===== src/design/door_stepper_half_step_driver_unit_macros.svh =====
// Assertion macros for the door stepper half-step driver.
// Each macro expects signals named clk and rst_n in the calling scope.
`ifndef DOOR_STEPPER_HALF_STEP_DRIVER_UNIT_MACROS_SVH
`define DOOR_STEPPER_HALF_STEP_DRIVER_UNIT_MACROS_SVH

// Same-cycle implication.
`define DSTEP_ASSERT_IMP(lbl, ante, cons) \
  lbl: assert property (@(posedge clk) disable iff (!rst_n) (ante) |-> (cons)) \
    else $error("assertion failed");

// Next-cycle implication.
`define DSTEP_ASSERT_NXT(lbl, ante, cons) \
  lbl: assert property (@(posedge clk) disable iff (!rst_n) (ante) |=> (cons)) \
    else $error("assertion failed");

`endif


===== src/design/dstep_pkg.sv =====
// Shared types and constants for the door stepper half-step driver.
// No dependencies.
`default_nettype none

package dstep_pkg;

  typedef enum logic [1:0] {
    OP_OPEN  = 2'd0,
    OP_CLOSE = 2'd1,
    OP_TICK  = 2'd2,
    OP_CHECK = 2'd3
  } op_t;

  localparam int unsigned AddrWidth = 3;
  localparam logic REG_STEP_COUNT = 1'b0;
  localparam logic REG_AUTO_CLOSE = 1'b1;

  localparam logic [14:0] STEP_COUNT_RST = 15'd2490;  // 220 deg * 4076 / 360
  localparam logic [15:0] AUTO_CLOSE_RST = 16'd60;

  typedef struct packed {
    logic [14:0] step_count;
    logic [15:0] auto_close_seconds;
  } cfg_t;

  typedef struct packed {
    logic [1:0]  operation;
    logic [31:0] now_seconds;
    logic        standby;
  } item_t;

  typedef struct packed {
    logic [3:0]        coils;
    logic              busy_res;
    logic              door_is_open;
    logic signed [15:0] steps_left;
  } res_t;

  // Eight-phase half-step coil order.
  function automatic logic [3:0] half_step_coils(input logic [2:0] ph);
    logic [3:0] c;
    case (ph)
      3'd0:    c = 4'h1;
      3'd1:    c = 4'h3;
      3'd2:    c = 4'h2;
      3'd3:    c = 4'h6;
      3'd4:    c = 4'h4;
      3'd5:    c = 4'hC;
      3'd6:    c = 4'h8;
      default: c = 4'h9;
    endcase
    return c;
  endfunction

endpackage

`default_nettype wire


===== src/design/dstep_if.sv =====
// Valid/ready channel interfaces for the input items and the results.
// No dependencies.
`default_nettype none

interface dstep_in_if;
  logic        valid;
  logic        ready;
  logic [1:0]  operation;
  logic [31:0] now_seconds;
  logic        standby;

  modport source (output valid, operation, now_seconds, standby, input ready);
  modport sink (input valid, operation, now_seconds, standby, output ready);
endinterface

interface dstep_out_if;
  logic               valid;
  logic               ready;
  logic [3:0]         coils;
  logic               busy_res;
  logic               door_is_open;
  logic signed [15:0] steps_left;

  modport source (output valid, coils, busy_res, door_is_open, steps_left, input ready);
  modport sink (input valid, coils, busy_res, door_is_open, steps_left, output ready);
endinterface

`default_nettype wire


===== src/design/dstep_apb.sv =====
// APB configuration registers: step_count at 0x0, auto_close_seconds at 0x4.
// Depends on dstep_pkg.
`default_nettype none

module dstep_apb (
  input  wire logic                           clk,
  input  wire logic                           rst_n,
  input  wire logic                           cfg_psel,
  input  wire logic                           cfg_penable,
  input  wire logic                           cfg_pwrite,
  input  wire logic [dstep_pkg::AddrWidth-1:0] cfg_paddr,
  input  wire logic [31:0]                    cfg_pwdata,
  output logic [31:0]                         cfg_prdata,
  output logic                                cfg_pready,
  output dstep_pkg::cfg_t                     cfg
);

  dstep_pkg::cfg_t cfg_r, cfg_nxt;
  logic            wr_en;

  assign cfg_pready = 1'b1;
  assign wr_en = cfg_psel && cfg_penable && cfg_pwrite;

  always_comb begin
    cfg_nxt = cfg_r;
    if (wr_en) begin
      unique case (cfg_paddr[2])
        dstep_pkg::REG_STEP_COUNT: cfg_nxt.step_count = cfg_pwdata[14:0];
        dstep_pkg::REG_AUTO_CLOSE: cfg_nxt.auto_close_seconds = cfg_pwdata[15:0];
        default: cfg_nxt = cfg_r;
      endcase
    end
  end

  always_ff @(posedge clk) begin
    if (!rst_n) begin
      cfg_r.step_count         <= dstep_pkg::STEP_COUNT_RST;
      cfg_r.auto_close_seconds <= dstep_pkg::AUTO_CLOSE_RST;
    end else begin
      cfg_r <= cfg_nxt;
    end
  end

  always_comb begin
    unique case (cfg_paddr[2])
      dstep_pkg::REG_STEP_COUNT: cfg_prdata = {17'd0, cfg_r.step_count};
      dstep_pkg::REG_AUTO_CLOSE: cfg_prdata = {16'd0, cfg_r.auto_close_seconds};
      default: cfg_prdata = '0;
    endcase
  end

  assign cfg = cfg_r;

endmodule

`default_nettype wire


===== src/design/dstep_seq.sv =====
// Door and motor state with the per-item update and coil table lookup.
// Depends on dstep_pkg and the assertion macro header.
`default_nettype none
`include "door_stepper_half_step_driver_unit_macros.svh"

module dstep_seq (
  input  wire logic             clk,
  input  wire logic             rst_n,
  input  wire logic             fire,
  input  dstep_pkg::item_t      item,
  input  dstep_pkg::cfg_t       cfg,
  output dstep_pkg::res_t       res
);

  logic signed [15:0] rem_r, rem_nxt;
  logic [2:0]         phase_r, phase_nxt;
  logic               moving_r, moving_nxt;
  logic               door_open_r, door_open_nxt;
  logic [31:0]        opened_at_r, opened_at_nxt;
  logic [3:0]         coil_r, coil_nxt;

  logic [31:0]        elapsed;
  logic               do_close;
  logic signed [15:0] full_cnt;

  assign full_cnt = signed'({1'b0, cfg.step_count});
  assign elapsed  = item.now_seconds - opened_at_r;

  always_comb begin
    rem_nxt       = rem_r;
    phase_nxt     = phase_r;
    moving_nxt    = moving_r;
    door_open_nxt = door_open_r;
    opened_at_nxt = opened_at_r;
    coil_nxt      = coil_r;
    do_close      = 1'b0;

    case (item.operation)
      dstep_pkg::OP_OPEN: begin
        if (!door_open_r) begin
          door_open_nxt = 1'b1;
          opened_at_nxt = item.now_seconds;
          rem_nxt       = -full_cnt;
          moving_nxt    = 1'b1;
        end
      end
      dstep_pkg::OP_CLOSE: do_close = door_open_r;
      dstep_pkg::OP_TICK: begin
        if (rem_r != 16'sd0) begin
          if (!rem_r[15]) begin
            phase_nxt = phase_r + 3'd1;
            rem_nxt   = rem_r - 16'sd1;
          end else begin
            phase_nxt = phase_r - 3'd1;
            rem_nxt   = rem_r + 16'sd1;
          end
          coil_nxt = dstep_pkg::half_step_coils(phase_nxt);
        end else if (moving_r) begin
          coil_nxt   = 4'h0;
          moving_nxt = 1'b0;
        end
      end
      default: begin
        // wrap-safe elapsed time
        do_close = item.standby && door_open_r &&
                   (elapsed >= {16'd0, cfg.auto_close_seconds});
      end
    endcase

    if (do_close) begin
      rem_nxt       = full_cnt;
      moving_nxt    = 1'b1;
      door_open_nxt = 1'b0;
    end
  end

  always_ff @(posedge clk) begin
    if (!rst_n) begin
      rem_r       <= '0;
      phase_r     <= '0;
      moving_r    <= 1'b0;
      door_open_r <= 1'b0;
      opened_at_r <= '0;
      coil_r      <= '0;
    end else if (fire) begin
      rem_r       <= rem_nxt;
      phase_r     <= phase_nxt;
      moving_r    <= moving_nxt;
      door_open_r <= door_open_nxt;
      opened_at_r <= opened_at_nxt;
      coil_r      <= coil_nxt;
    end
  end

  assign res.coils        = coil_nxt;
  assign res.busy_res     = moving_nxt;
  assign res.door_is_open = door_open_nxt;
  assign res.steps_left   = rem_nxt;

  `DSTEP_ASSERT_IMP(a_rem_implies_moving, rem_r != 16'sd0, moving_r)
  `DSTEP_ASSERT_IMP(a_idle_coils_off, !moving_r, coil_r == 4'h0)
  `DSTEP_ASSERT_NXT(a_door_holds, !fire, $stable(door_open_r))
  `DSTEP_ASSERT_NXT(a_open_stamp, fire && (item.operation == dstep_pkg::OP_OPEN) && !door_open_r, opened_at_r == $past(item.now_seconds))

endmodule

`default_nettype wire


===== src/design/door_stepper_half_step_driver_unit.sv =====
// Top level of the door stepper half-step driver: input register, sequencer
// state, result register and APB configuration. Depends on dstep_pkg,
// dstep_if, dstep_apb and dstep_seq.
//
// One transaction in gives one result out. The block accepts a new item every
// cycle unless the output stalls; each item passes through the input
// register and then the result register. The sequencer state updates as the
// item moves from the input register to the result register, so items see
// the state left by the one before them. Registers are to be written over APB
// only while no items are in flight; the block itself does not enforce this.
`default_nettype none

module door_stepper_half_step_driver_unit (
  input  wire logic                            clk,
  input  wire logic                            rst_n,
  dstep_in_if.sink                             in_ch,
  dstep_out_if.source                          out_ch,
  input  wire logic                            cfg_psel,
  input  wire logic                            cfg_penable,
  input  wire logic                            cfg_pwrite,
  input  wire logic [dstep_pkg::AddrWidth-1:0] cfg_paddr,
  input  wire logic [31:0]                     cfg_pwdata,
  output logic [31:0]                          cfg_prdata,
  output logic                                 cfg_pready
);

  dstep_pkg::cfg_t  cfg;
  dstep_pkg::item_t item_r;
  dstep_pkg::res_t  res, res_r;
  logic             item_vld_r;
  logic             out_vld_r;
  logic             advance;

  assign advance      = item_vld_r && (!out_vld_r || out_ch.ready);
  assign in_ch.ready  = !item_vld_r || advance;

  always_ff @(posedge clk) begin
    if (!rst_n) begin
      item_vld_r <= 1'b0;
      out_vld_r  <= 1'b0;
    end else begin
      if (in_ch.ready) item_vld_r <= in_ch.valid;
      if (advance) out_vld_r <= 1'b1;
      else if (out_ch.ready) out_vld_r <= 1'b0;
    end
  end

  always_ff @(posedge clk) begin
    if (in_ch.ready && in_ch.valid) begin
      item_r.operation   <= in_ch.operation;
      item_r.now_seconds <= in_ch.now_seconds;
      item_r.standby     <= in_ch.standby;
    end
    if (advance) res_r <= res;
  end

  dstep_apb u_apb (
    .clk        (clk),
    .rst_n      (rst_n),
    .cfg_psel   (cfg_psel),
    .cfg_penable(cfg_penable),
    .cfg_pwrite (cfg_pwrite),
    .cfg_paddr  (cfg_paddr),
    .cfg_pwdata (cfg_pwdata),
    .cfg_prdata (cfg_prdata),
    .cfg_pready (cfg_pready),
    .cfg        (cfg)
  );

  dstep_seq u_seq (
    .clk  (clk),
    .rst_n(rst_n),
    .fire (advance),
    .item (item_r),
    .cfg  (cfg),
    .res  (res)
  );

  assign out_ch.valid        = out_vld_r;
  assign out_ch.coils        = res_r.coils;
  assign out_ch.busy_res     = res_r.busy_res;
  assign out_ch.door_is_open = res_r.door_is_open;
  assign out_ch.steps_left   = res_r.steps_left;

endmodule

`default_nettype wire

===== src/flat_wrapper.sv =====
// flat-port wrapper written by rule: the top's interface ports become plain ports
module door_stepper_half_step_driver_unit_flat 
  (clk, rst_n, cfg_psel, cfg_penable, cfg_pwrite, cfg_paddr, cfg_pwdata, cfg_prdata, cfg_pready, in_ch_valid, in_ch_operation, in_ch_now_seconds, in_ch_standby, in_ch_ready, out_ch_valid, out_ch_coils, out_ch_busy_res, out_ch_door_is_open, out_ch_steps_left, out_ch_ready);
  dstep_in_if in_ch_i ();
  dstep_out_if out_ch_i ();
  input  wire logic clk;
  input  wire logic rst_n;
  input  wire logic cfg_psel;
  input  wire logic cfg_penable;
  input  wire logic cfg_pwrite;
  input  wire logic [dstep_pkg::AddrWidth-1:0] cfg_paddr;
  input  wire logic [31:0] cfg_pwdata;
  output logic [31:0] cfg_prdata;
  output logic cfg_pready;
  input wire logic [$bits(in_ch_i.valid)-1:0] in_ch_valid;
  input wire logic [$bits(in_ch_i.operation)-1:0] in_ch_operation;
  input wire logic [$bits(in_ch_i.now_seconds)-1:0] in_ch_now_seconds;
  input wire logic [$bits(in_ch_i.standby)-1:0] in_ch_standby;
  output wire logic [$bits(in_ch_i.ready)-1:0] in_ch_ready;
  output wire logic [$bits(out_ch_i.valid)-1:0] out_ch_valid;
  output wire logic [$bits(out_ch_i.coils)-1:0] out_ch_coils;
  output wire logic [$bits(out_ch_i.busy_res)-1:0] out_ch_busy_res;
  output wire logic [$bits(out_ch_i.door_is_open)-1:0] out_ch_door_is_open;
  output wire logic [$bits(out_ch_i.steps_left)-1:0] out_ch_steps_left;
  input wire logic [$bits(out_ch_i.ready)-1:0] out_ch_ready;
  assign in_ch_i.valid = in_ch_valid;
  assign in_ch_i.operation = in_ch_operation;
  assign in_ch_i.now_seconds = in_ch_now_seconds;
  assign in_ch_i.standby = in_ch_standby;
  assign in_ch_ready = in_ch_i.ready;
  assign out_ch_valid = out_ch_i.valid;
  assign out_ch_coils = out_ch_i.coils;
  assign out_ch_busy_res = out_ch_i.busy_res;
  assign out_ch_door_is_open = out_ch_i.door_is_open;
  assign out_ch_steps_left = out_ch_i.steps_left;
  assign out_ch_i.ready = out_ch_ready;
  door_stepper_half_step_driver_unit u_core (.clk(clk), .rst_n(rst_n), .in_ch(in_ch_i), .out_ch(out_ch_i), .cfg_psel(cfg_psel), .cfg_penable(cfg_penable), .cfg_pwrite(cfg_pwrite), .cfg_paddr(cfg_paddr), .cfg_pwdata(cfg_pwdata), .cfg_prdata(cfg_prdata), .cfg_pready(cfg_pready));
endmodule

===== config.mk =====
export PLATFORM = sky130hd
export DESIGN_NAME = door_stepper_half_step_driver_unit_flat
export DESIGN_NICKNAME = d
export VERILOG_FILES = /design/src/design/dstep_pkg.sv /design/src/design/dstep_if.sv /design/src/design/dstep_apb.sv /design/src/design/dstep_seq.sv /design/src/design/door_stepper_half_step_driver_unit.sv /design/src/flat_wrapper.sv
export VERILOG_INCLUDE_DIRS = /design/src /design/src/design
export SDC_FILE = /design/constraint.sdc
export NUM_CORES = 1
export LEC_CHECK = 0
export ABC_AREA = 1
export CAP_MARGIN = 20
export CELL_PAD_IN_SITES_DETAIL_PLACEMENT = 1
export CELL_PAD_IN_SITES_GLOBAL_PLACEMENT = 1
export CORE_AREA = 5 5 157 159
export CTS_BUF_LIST = sky130_fd_sc_hd__clkbuf_8
export CTS_CLUSTER_DIAMETER = 60
export DETAILED_ROUTE_END_ITERATION = 8
export DIE_AREA = 0 0 162 164
export DONT_BUFFER_PORTS = 1
export PLACE_DENSITY_LB_ADDON = 0.15
export RECOVER_POWER = 100
export REMOVE_ABC_BUFFERS = 1
export SLEW_MARGIN = 0
export SYNTH_ARGS = -nofsm -noshare
export SYNTH_HDL_FRONTEND = slang
export SYNTH_SLANG_ARGS = --single-unit

===== constraint.sdc =====
create_clock -name clk -period 6.8 [get_ports clk]
set_input_delay 0.68 -clock clk [delete_from_list [all_inputs] [get_ports clk]]
set_output_delay 0.68 -clock clk [all_outputs]
set_load 0.01 [all_outputs]

# --- Word level (Yosys, flattened, before mapping) ---
# Cells that the tools add are included.
op_classes:
  reduce_logical: 19
  n_lt_le_gt_ge: 1
  bitwise_logic: 2
  mux: 22
  n_eq_ne: 8
  addsub: 6
op_table:
  columns: ["operator", "count"]
  rows:
  - ["two-way mux 16 bit", 4]
  - ["one-hot mux 32 bit (2 select lines)", 1]
  - [">= comparator 32 x 16 -> 1 bit", 1]
  - ["one-hot mux 16 bit (2 select lines)", 1]
  - ["subtractor 32 bit", 1]
  - ["one-hot mux 4 bit (7 select lines)", 1]
  - ["adder 16 x 2 -> 16 bit (second input constant)", 1]
  - ["negator 15 -> 16 bit", 1]
  - ["nonzero test 16 bit", 1]
  - ["subtractor 16 x 2 -> 16 bit (second input constant)", 1]
  - ["two-way mux 4 bit", 3]
  - ["equality test 3 bit (second input constant)", 3]
  - ["two-way mux 3 bit", 3]
  - ["two-way mux 1 bit", 7]
  - ["equality test 3 x 2 -> 1 bit (second input constant)", 2]
  - ["logical AND 1 bit", 6]
  - ["AND reduction 3 bit", 2]
  - ["one-hot mux 1 bit (2 select lines)", 2]
  - ["AND reduction 2 bit", 2]
  - ["adder 3 x 1 -> 3 bit (second input constant)", 1]
  - ["equality test 3 x 1 -> 1 bit (second input constant)", 1]
  - ["logical NOT 3 bit", 1]
  - ["subtractor 3 x 1 -> 3 bit (second input constant)", 1]
  - ["equality test 2 x 1 -> 1 bit (second input constant)", 1]
  - ["other kinds (7)", 10]
totals:
  reg_bits: 147
  elab_cells: 75
  input_bits: 77

# --- Logic depth before layout (Yosys ltp) ---
# Gate-level depths: netlist (run 1).
depth:
  word_depth: 8
  depth_mapped: 29
  mapped_depth_nobuf: 28

# --- Cells and area by module ---
# A second synthesis (run 1) with hierarchy kept.
hier_totals:
  hier_cells: 1567
  hier_area_um2: 10507.6
by_module_without_submodules:
  columns: ["mod", "cells_per_inst", "area_per_inst_um2", "n_inst"]
  rows:
  - ["dstep_seq", 1253, 7149.4, 1]
  - ["door_stepper_half_step_driver_unit", 70, 1806.7, 1]
  - ["dstep_apb", 244, 1551.5, 1]

# --- Worst setup path after synthesis (run 1) ---
# Ideal clock, no wire load.
synth_timing:
  path_kind: "reg-to-reg"
  startpoint: "reg u_core.item_r[1] (netlist bit)"
  endpoint: "reg u_core.res_r (netlist bit u_core.out_ch.steps_left[7]) (data pin)"
  path_stages_with_launch: 24
  n_path_buf: 1
  t_arrival_ns: 2.779
  period_less_slack_ns: 3.034
  setup_slack_ns: 3.766
  path_cell_list: "edfxtp_1 -> inv_1 -> ha_1 -> fa_1 -> inv_1 -> nand2_1 -> nand3_1 -> nand2_1 -> nand2_1 -> xor2_1 -> ha_1 -> inv_1 -> nor3_1 -> a211oi_1 -> nand3_1 -> nor2_1 -> nand2_1 -> nor2_2 -> nand2_2 -> nand3_4 -> nand2_4 -> buf_12 -> nand2_2 -> nand2_1"
synth_rtl:
  columns: ["item", "line_no", "rtl"]
  rows:
  - ["start, declared", "door_stepper_half_step_driver_unit.sv:28", "dstep_pkg::item_t item_r;"]
  - ["end signal, assigned", "door_stepper_half_step_driver_unit.sv:54", "if (advance) res_r <= res;"]
  - ["end, declared", "door_stepper_half_step_driver_unit.sv:29", "dstep_pkg::res_t res, res_r;"]

==> results.yml, run 1 <==
route:
  routed_via_density: 5.22
  drt-wirelength-per-cell_um: 16.4
  drt_wl_total_mm: 29.3
  antenna_left: 0
  drtIter0Drc: 360
  wl_met2_mm: 14.9
  m1WireLength_mm: 12.8
  topRoutingLayerUsed: "met5"
  drc_errors: 0
  vias: 9350
  drt_pass1_iterations: 5
  dr_wl_met3_um: 838
sta:
  rsz0062_at_grt: "no"
  tns_ns: 0
  hold_viol_final: 0
  finalClockSkew_ns: 0.0258
  worst_pin_slew_ns: 2.19
  fin_crit_ns: 4.68
  relSlewSlack_pct: -46.0
  fmax_mhz: 214
  drv_slew: 175
  fin_crit_sh_pct: 68.8
  setup_viol: 0
critical_path:
  worstSetupPathType: "register to register"
  slowest_delay_ns: 0.65
  cp_max_fo: 17
  reg2reg_to: "u_core.out_ch.steps_left[14]$_DFFE_PP_"
  rr_startpoint: "u_core.item_r[1]$_DFFE_PP_"
  critPathLaunchType: "register"
  r2r_setup_slack_ns: 2.12
  worstPathArrival_ns: 4.88
  crit_chain: "inv_1 > ha_1 > fa_1 > inv_1 > nand3_1 > nand3_1 > nand2_1 > nand2_1 > xor2_1 > ha_1 > nand2_1 > nor3_1 > nand2_1 > nand2_1 > nand2_1 > nand3_1 > nor2_1 > nand2_1 > nor2_1 > nand2_2 > nand3_1 > nand2_1 > nand2_1 > nand2_1"
  reg2regPathDepth: 24
  cp-endpoint: "u_core.out_ch.steps_left[14]$_DFFE_PP_"
  cpMaxStageDelayCell: "nand2_1"
  startpoint: "u_core.item_r[1]$_DFFE_PP_"
  required_ns: 7.01
  crit_path_end_kind: "register"
  path_common_cell: "nand2_1"
clocking:
  htree_levels: 4
  cts-buffers-inserted: 17
  clk_latency_ns: 0.49
  clk_path_buf_depth: 2
  ctsRootBufferMaster: "clkbuf_8"
  cts.sinks: 147
  ctsHoldBuffers: 0
  cts_setup_buffers: 0
  tritoncts: "yes"
  clk_pin_slew_ns: 0.09
  cts_resized: 0
cells_and_area:
  layout_commonest_cell: "nand2_1"
  num_antenna_cells: 0
  post_layout_nonfiller_instances: 1791
  final_cell_mix: "391 x nand2_1, 287 x inv_1, 139 x a21oi_1, 115 x o21ai_0, 97 x nor2_1"
  syn2layout_area_growth_pct: 4.58
  final_nets: 1636
  drive_gt1_share_pct: 4.40
synthesis:
  synthArstFlopShare_pct: 0
  syn_area_um2: 10300
  synth-xor-area-share_pct: 1.54
  netlist_instances: 1497
  ys_types: 46
  synth_edf_count: 57
  synthAdderAreaFrac_pct: 8.88
  yosys.area_share.simple_pct: 26.9
  syn_area_per_cell_um2: 6.85
  synth_top_family_by_area: "simple AND/OR/NAND/NOR gates"
  ys_seq_area_share_pct: 34.3
  synth_compound_area_share_pct: 14.4
  ys_ff_latch: 147
  synth_mux_area_share_pct: 0
  ys_warn_count: 0
  ys.flop_type: "dfxtp_1"
placement:
  port_buffers: 0
  dp.final_hpwl_mm: 23.0
  place.gp.congestion: 0.859
  place_inst: 1759
power_and_ir_drop:
  ir_drop_v: 0.000114
  p_per_area_nw_per_um2: 219
  p_leak_nw: 5.30
run:
  maxCapViolCount: 4
run_status:
  failed_checks: "max-capacitance violations, max-slew violations"
  status: "finished with violations"
global_routing:
  grt_pass1_wl_mm: 47.7
  antenna_found_initial: 1
  grt.overflow.total: 0
  grt_max_degree: 59
  grt_pass1_vias: 9529
  grtUsageTotal_pct: 22.3
die:
  io_pins: 134
  dieArea_um2: 26600
  rows: 56
  core-area_um2: 23100
  die_h_um: 164
  dieWidth_um: 162
  initial_utilization_pct: 44.3
hold_path:
  hp-start: "in_ch_now_seconds[17]"
  hold_path.class: "input port to register"
## power breakdown
group	total [mW]	switching, mW	internal (mW)	leakage, nW
sequential	1.01	0.0350	0.971	1.29
combinational	0.581	0.386	0.195	3.81
clock	0.759	0.391	0.367	0.208
## synthesized netlist by cell type (4+ instances only)
library cell / instances / share of area [%]
clkbuf_1: 23 / 0.84
xor2_1: 16 / 1.4
nand4_1: 14 / 0.85
nor3_1: 10 / 0.49
o221ai_1: 4 / 0.34
nand3_1: 81 / 4.0
inv_1: 285 / 10
nand2_2: 21 / 1.3
buf_4: 17 / 1.2
o211ai_1: 9 / 0.66
edfxtp_1: 57 / 17
dfxtp_1: 90 / 18
nor2_1: 94 / 3.4
nand3_2: 13 / 1.3
clkbuf_8: 5 / 0.67
a21oi_1: 139 / 6.8
nand2_1: 381 / 14
nor2_2: 6 / 0.37
o21ai_0: 115 / 5.6
nor4_1: 5 / 0.31
ha_1: 68 / 8.3
inv_2: 4 / 0.15
## kinds of logic (layout without fill, tap and decap cells)
| kind of cell | Yosys count | in the layout |
|---|---|---|
| buffers and inverters | 341 | 330 |
| flip-flops | 147 | 147 |
| other | 2 | 17 |
| AO/OA/AOI/OAI | 281 | 281 |
| XOR/XNOR | 18 | 18 |
| adder cells (fa/ha/maj) | 71 | 71 |
| AND/OR/NAND/NOR | 637 | 637 |
## critical path: cells and delay by family, from the launching register on
kind / cells / cell delay (ns)
simple gates: 18 / 2.79
fa+ha+maj: 3 / 0.88
flops: 1 / 0.33
xor+xnor: 1 / 0.23
buf+inv: 2 / 0.16
## layout make-up
cell class	count	area (um^2)
fillers	3085	12400
clock buffers	17	234
well taps	290	363
flip-flops and latches	147	3510
repair buffers	7	33.8
clock inverters	15	184
multi-input cells	1024	5300
inverters	291	1090
## state kept, by name (all words and copies together), names as in the netlist
name / flops
u_core.u_seq.moving_r: 1
u_core.item_vld_r: 1
u_core.out_ch.steps_left: 16
u_core.u_seq.coil_r: 4
u_core.u_seq.rem_r: 16
u_core.out_ch.coils: 4
u_core.item_r: 35
u_core.u_apb.cfg: 31
u_core.u_seq.phase_r: 3
u_core.out_ch.busy_res: 1
u_core.out_ch.door_is_open: 1
u_core.u_seq.door_open_r: 1
u_core.out_ch.valid: 1
u_core.u_seq.opened_at_r: 32
## worst min-delay path by stage
| stage | to | slack, ns | depth (start not counted) |
|---|---|---|---|
| floorplan | u_core.u_seq.opened_at_r[10]$_SDFFE_PN0P_ | 0.43 | 2 |
| CTS | u_core.item_r[2]$_DFFE_PP_ | 0.27 | 0 |
| global placement | u_core.u_seq.opened_at_r[12]$_SDFFE_PN0P_ | 0.44 | 2 |
| finish | u_core.item_r[18]$_DFFE_PP_ | 0.29 | 0 |
| global route | u_core.item_r[2]$_DFFE_PP_ | 0.26 | 0 |
| detailed placement | u_core.u_seq.opened_at_r[3]$_SDFFE_PN0P_ | 0.45 | 2 |
## layer usage
layer  track usage [%]  vias up
li1                  -     4726
met1              26.7     4436
met2              41.2      139
met3              3.24       47
met4              6.88        2
met5                 0        -
## through the flow
stage	total power, mW	util, %	instance area (um^2)	hold slack (ns)	setup WS, ns
CTS	2.37	46.7	10800	0.273	2.99
detailed placement	1.61	44.9	10400	0.451	3.01
global placement	1.59	44.9	10400	0.442	3.06
finish	2.35	46.4	10700	0.294	2.12
floorplan	1.45	-	9970	0.435	3.73
global route	2.50	46.4	10700	0.261	1.62
(Power assumes the default switching activity.)
==> inputs of run 2 (changes only) <==
==> constraint.sdc (replaced) <==
create_clock -name clk -period 4.53 [get_ports clk]
set_input_delay 0.453 -clock clk [delete_from_list [all_inputs] [get_ports clk]]
set_output_delay 0.453 -clock clk [all_outputs]
set_load 0.01 [all_outputs]
==> results.yml, run 2 (synthesized netlist as in run 1, its figures left out) <==
die:
  initial_utilization_pct: 44.3
  dieWidth_um: 162
  core-area_um2: 23100
  dieArea_um2: 26600
  rows: 56
  io_pins: 134
  die_h_um: 164
critical_path:
  crit_chain: "ha_1 > nand2_1 > nor2_1 > nand3_1 > nand3_1 > xor2_1 > ha_1 > inv_1 > nor3_1 > nor3_1 > nand2_1 > nand2_1 > nand3_1 > nor2_1 > nand2_1 > nor2_1 > nand2_2 > nand3_4 > nand2_4 > nand2_1 > nand3_2 > nand2_1 > inv_1"
  cpLargestDelayFamily: "simple AND/OR/NAND/NOR gates"
  cpMaxStageDelayCell: "edfxtp_1"
  worstPathArrival_ns: 4.26
  path_buf_inv: 2
  crit_path_end_kind: "register"
  cp_max_fo: 17
  required_ns: 4.91
  critPathLaunchType: "register"
  slowest_delay_ns: 0.40
  path_common_cell: "nand2_1"
  worstSetupPathType: "register to register"
cells_and_area:
  finish.instance_area_um2: 10800
  fillerInstances: 3029
  final_nets: 1636
  largest_register: "u_core.item_r"
  post_layout_nonfiller_instances: 1791
  syn2layout_area_growth_pct: 4.93
  layout_commonest_cell: "nand2_1"
  num_antenna_cells: 0
  final_cell_mix: "391 x nand2_1, 287 x inv_1, 139 x a21oi_1, 115 x o21ai_0, 95 x nor2_1"
  drive_gt1_share_pct: 4.46
  largest_reg_flops: 35
global_routing:
  grt_pass1_vias: 9586
  grt.overflow.total: 0
  grtUsageTotal_pct: 22.3
  antenna_found_initial: 0
  grt_max_degree: 60
  grt_pass1_wl_mm: 47.7
sta:
  fin_crit_ns: 3.87
  hold_viol_final: 0
  fmax_mhz: 258
  rsz0062_at_grt: "no"
  worst_pin_slew_ns: 2.01
  finalClockSkew_ns: 0.0221
  setup_viol: 0
  tns_ns: 0
  drv_slew: 116
  relSlewSlack_pct: -33.7
  fin_crit_sh_pct: 85.5
clocking:
  cts-buffers-inserted: 17
  clk_latency_ns: 0.47
  tritoncts: "yes"
  clk_pin_slew_ns: 0.11
  ctsRootBufferMaster: "clkbuf_8"
  ctsHoldBuffers: 0
  cts_resized: 0
  cts_setup_buffers: 0
  htree_levels: 4
  clk_path_buf_depth: 2
  cts.sinks: 147
placement:
  dp.final_hpwl_mm: 23.0
  port_buffers: 0
  place.gp.congestion: 0.843
  dpl_cell_area_um2: 10400
  place_inst: 1759
run_status:
  status: "finished with violations"
  failed_checks: "max-capacitance violations, max-slew violations"
run:
  maxCapViolCount: 3
route:
  routed_via_density: 5.17
  drt_wl_total_mm: 29.2
  antenna_left: 0
  drc_errors: 0
  drt-wirelength-per-cell_um: 16.3
  drt_pass1_iterations: 4
  vias: 9264
  drtIter0Drc: 385
power_and_ir_drop:
  ir_drop_v: 0.000169
  p_leak_nw: 5.32
  p_per_area_nw_per_um2: 333
hold_path:
  hold_path.class: "input port to register"
run 2: cell count changes in the layout (fill, tap and decap cells not counted), sizes merged:
cell / previous run / this run
inv: 295 / 297
clkinvlp: 3 / 1
bufinv: 3 / 4
clkinv: 5 / 4
run 2: stage by stage:
stage	hold WS (ns)	power [mW]	worst slack (ns)	util, %
2_1_floorplan	0.435	2.18	1.46	-
3_3_place_gp	0.442	2.39	0.792	44.9
3_5_place_dp	0.451	2.42	0.676	44.9
4_1_cts	0.0465	3.62	0.627	46.8
5_1_grt	0.0331	3.81	0.292	46.5
6_report	0.0652	3.58	0.656	46.5
run 2: power by group:
| part | total (mW) | switching [mW] | internal [mW] |
|---|---|---|---|
| clock | 1.20 | 0.585 | 0.611 |
| sequential | 1.51 | 0.0530 | 1.46 |
| combinational | 0.876 | 0.583 | 0.293 |
run 2: routing by layer:
metal	global-route usage, %	vias to the layer above	routed length [um]
met5	0	-	0
met4	5.65	0	546
met3	2.81	38	602
met2	41.9	127	15000
met1	26.9	4365	13100
li1	-	4734	-
run 2: final timing paths:
| path | from | end | slack (ns) | cells past startpoint |
|---|---|---|---|---|
| worst max-delay path | u_core.item_r[8]$_DFFE_PP_ | u_core.u_seq.rem_r[5]$_SDFFE_PN0P_ | 0.66 | 23 |
| worst min-delay path | in_ch_now_seconds[17] | u_core.item_r[18]$_DFFE_PP_ | 0.07 | 0 |
| worst max register to register | u_core.item_r[8]$_DFFE_PP_ | u_core.u_seq.rem_r[5]$_SDFFE_PN0P_ | 0.66 | 23 |
| worst min register to register | u_core.u_seq.opened_at_r[3]$_SDFFE_PN0P_ | u_core.u_seq.opened_at_r[3]$_SDFFE_PN0P_ | 0.46 | 2 |
run 2: cell type report:
| type | instances | area [um^2] | area share, % |
|---|---|---|---|
| clock buffer | 17 | 234 | 2.17 |
| timing repair buffer | 7 | 35.0 | 0.326 |
| inverter | 291 | 1090 | 10.2 |
| multi-input combinational | 1024 | 5310 | 49.4 |
| sequential | 147 | 3510 | 32.7 |
| tap | 290 | 363 | 3.37 |
| clock inverter | 15 | 206 | 1.92 |
run 2: worst register-to-register path, cell delays in order (launching register included):
cell,delay (ns)
edfxtp_1,0.40
ha_1,0.38
nand2_1,0.13
nor2_1,0.27
nand3_1,0.13
nand3_1,0.24
xor2_1,0.23
ha_1,0.26
inv_1,0.07
nor3_1,0.06
nor3_1,0.15
nand2_1,0.10
nand2_1,0.07
nand3_1,0.08
nor2_1,0.10
nand2_1,0.06
nor2_1,0.13
nand2_2,0.09
nand3_4,0.20
nand2_4,0.21
nand2_1,0.19
nand3_2,0.07
nand2_1,0.12
inv_1,0.04
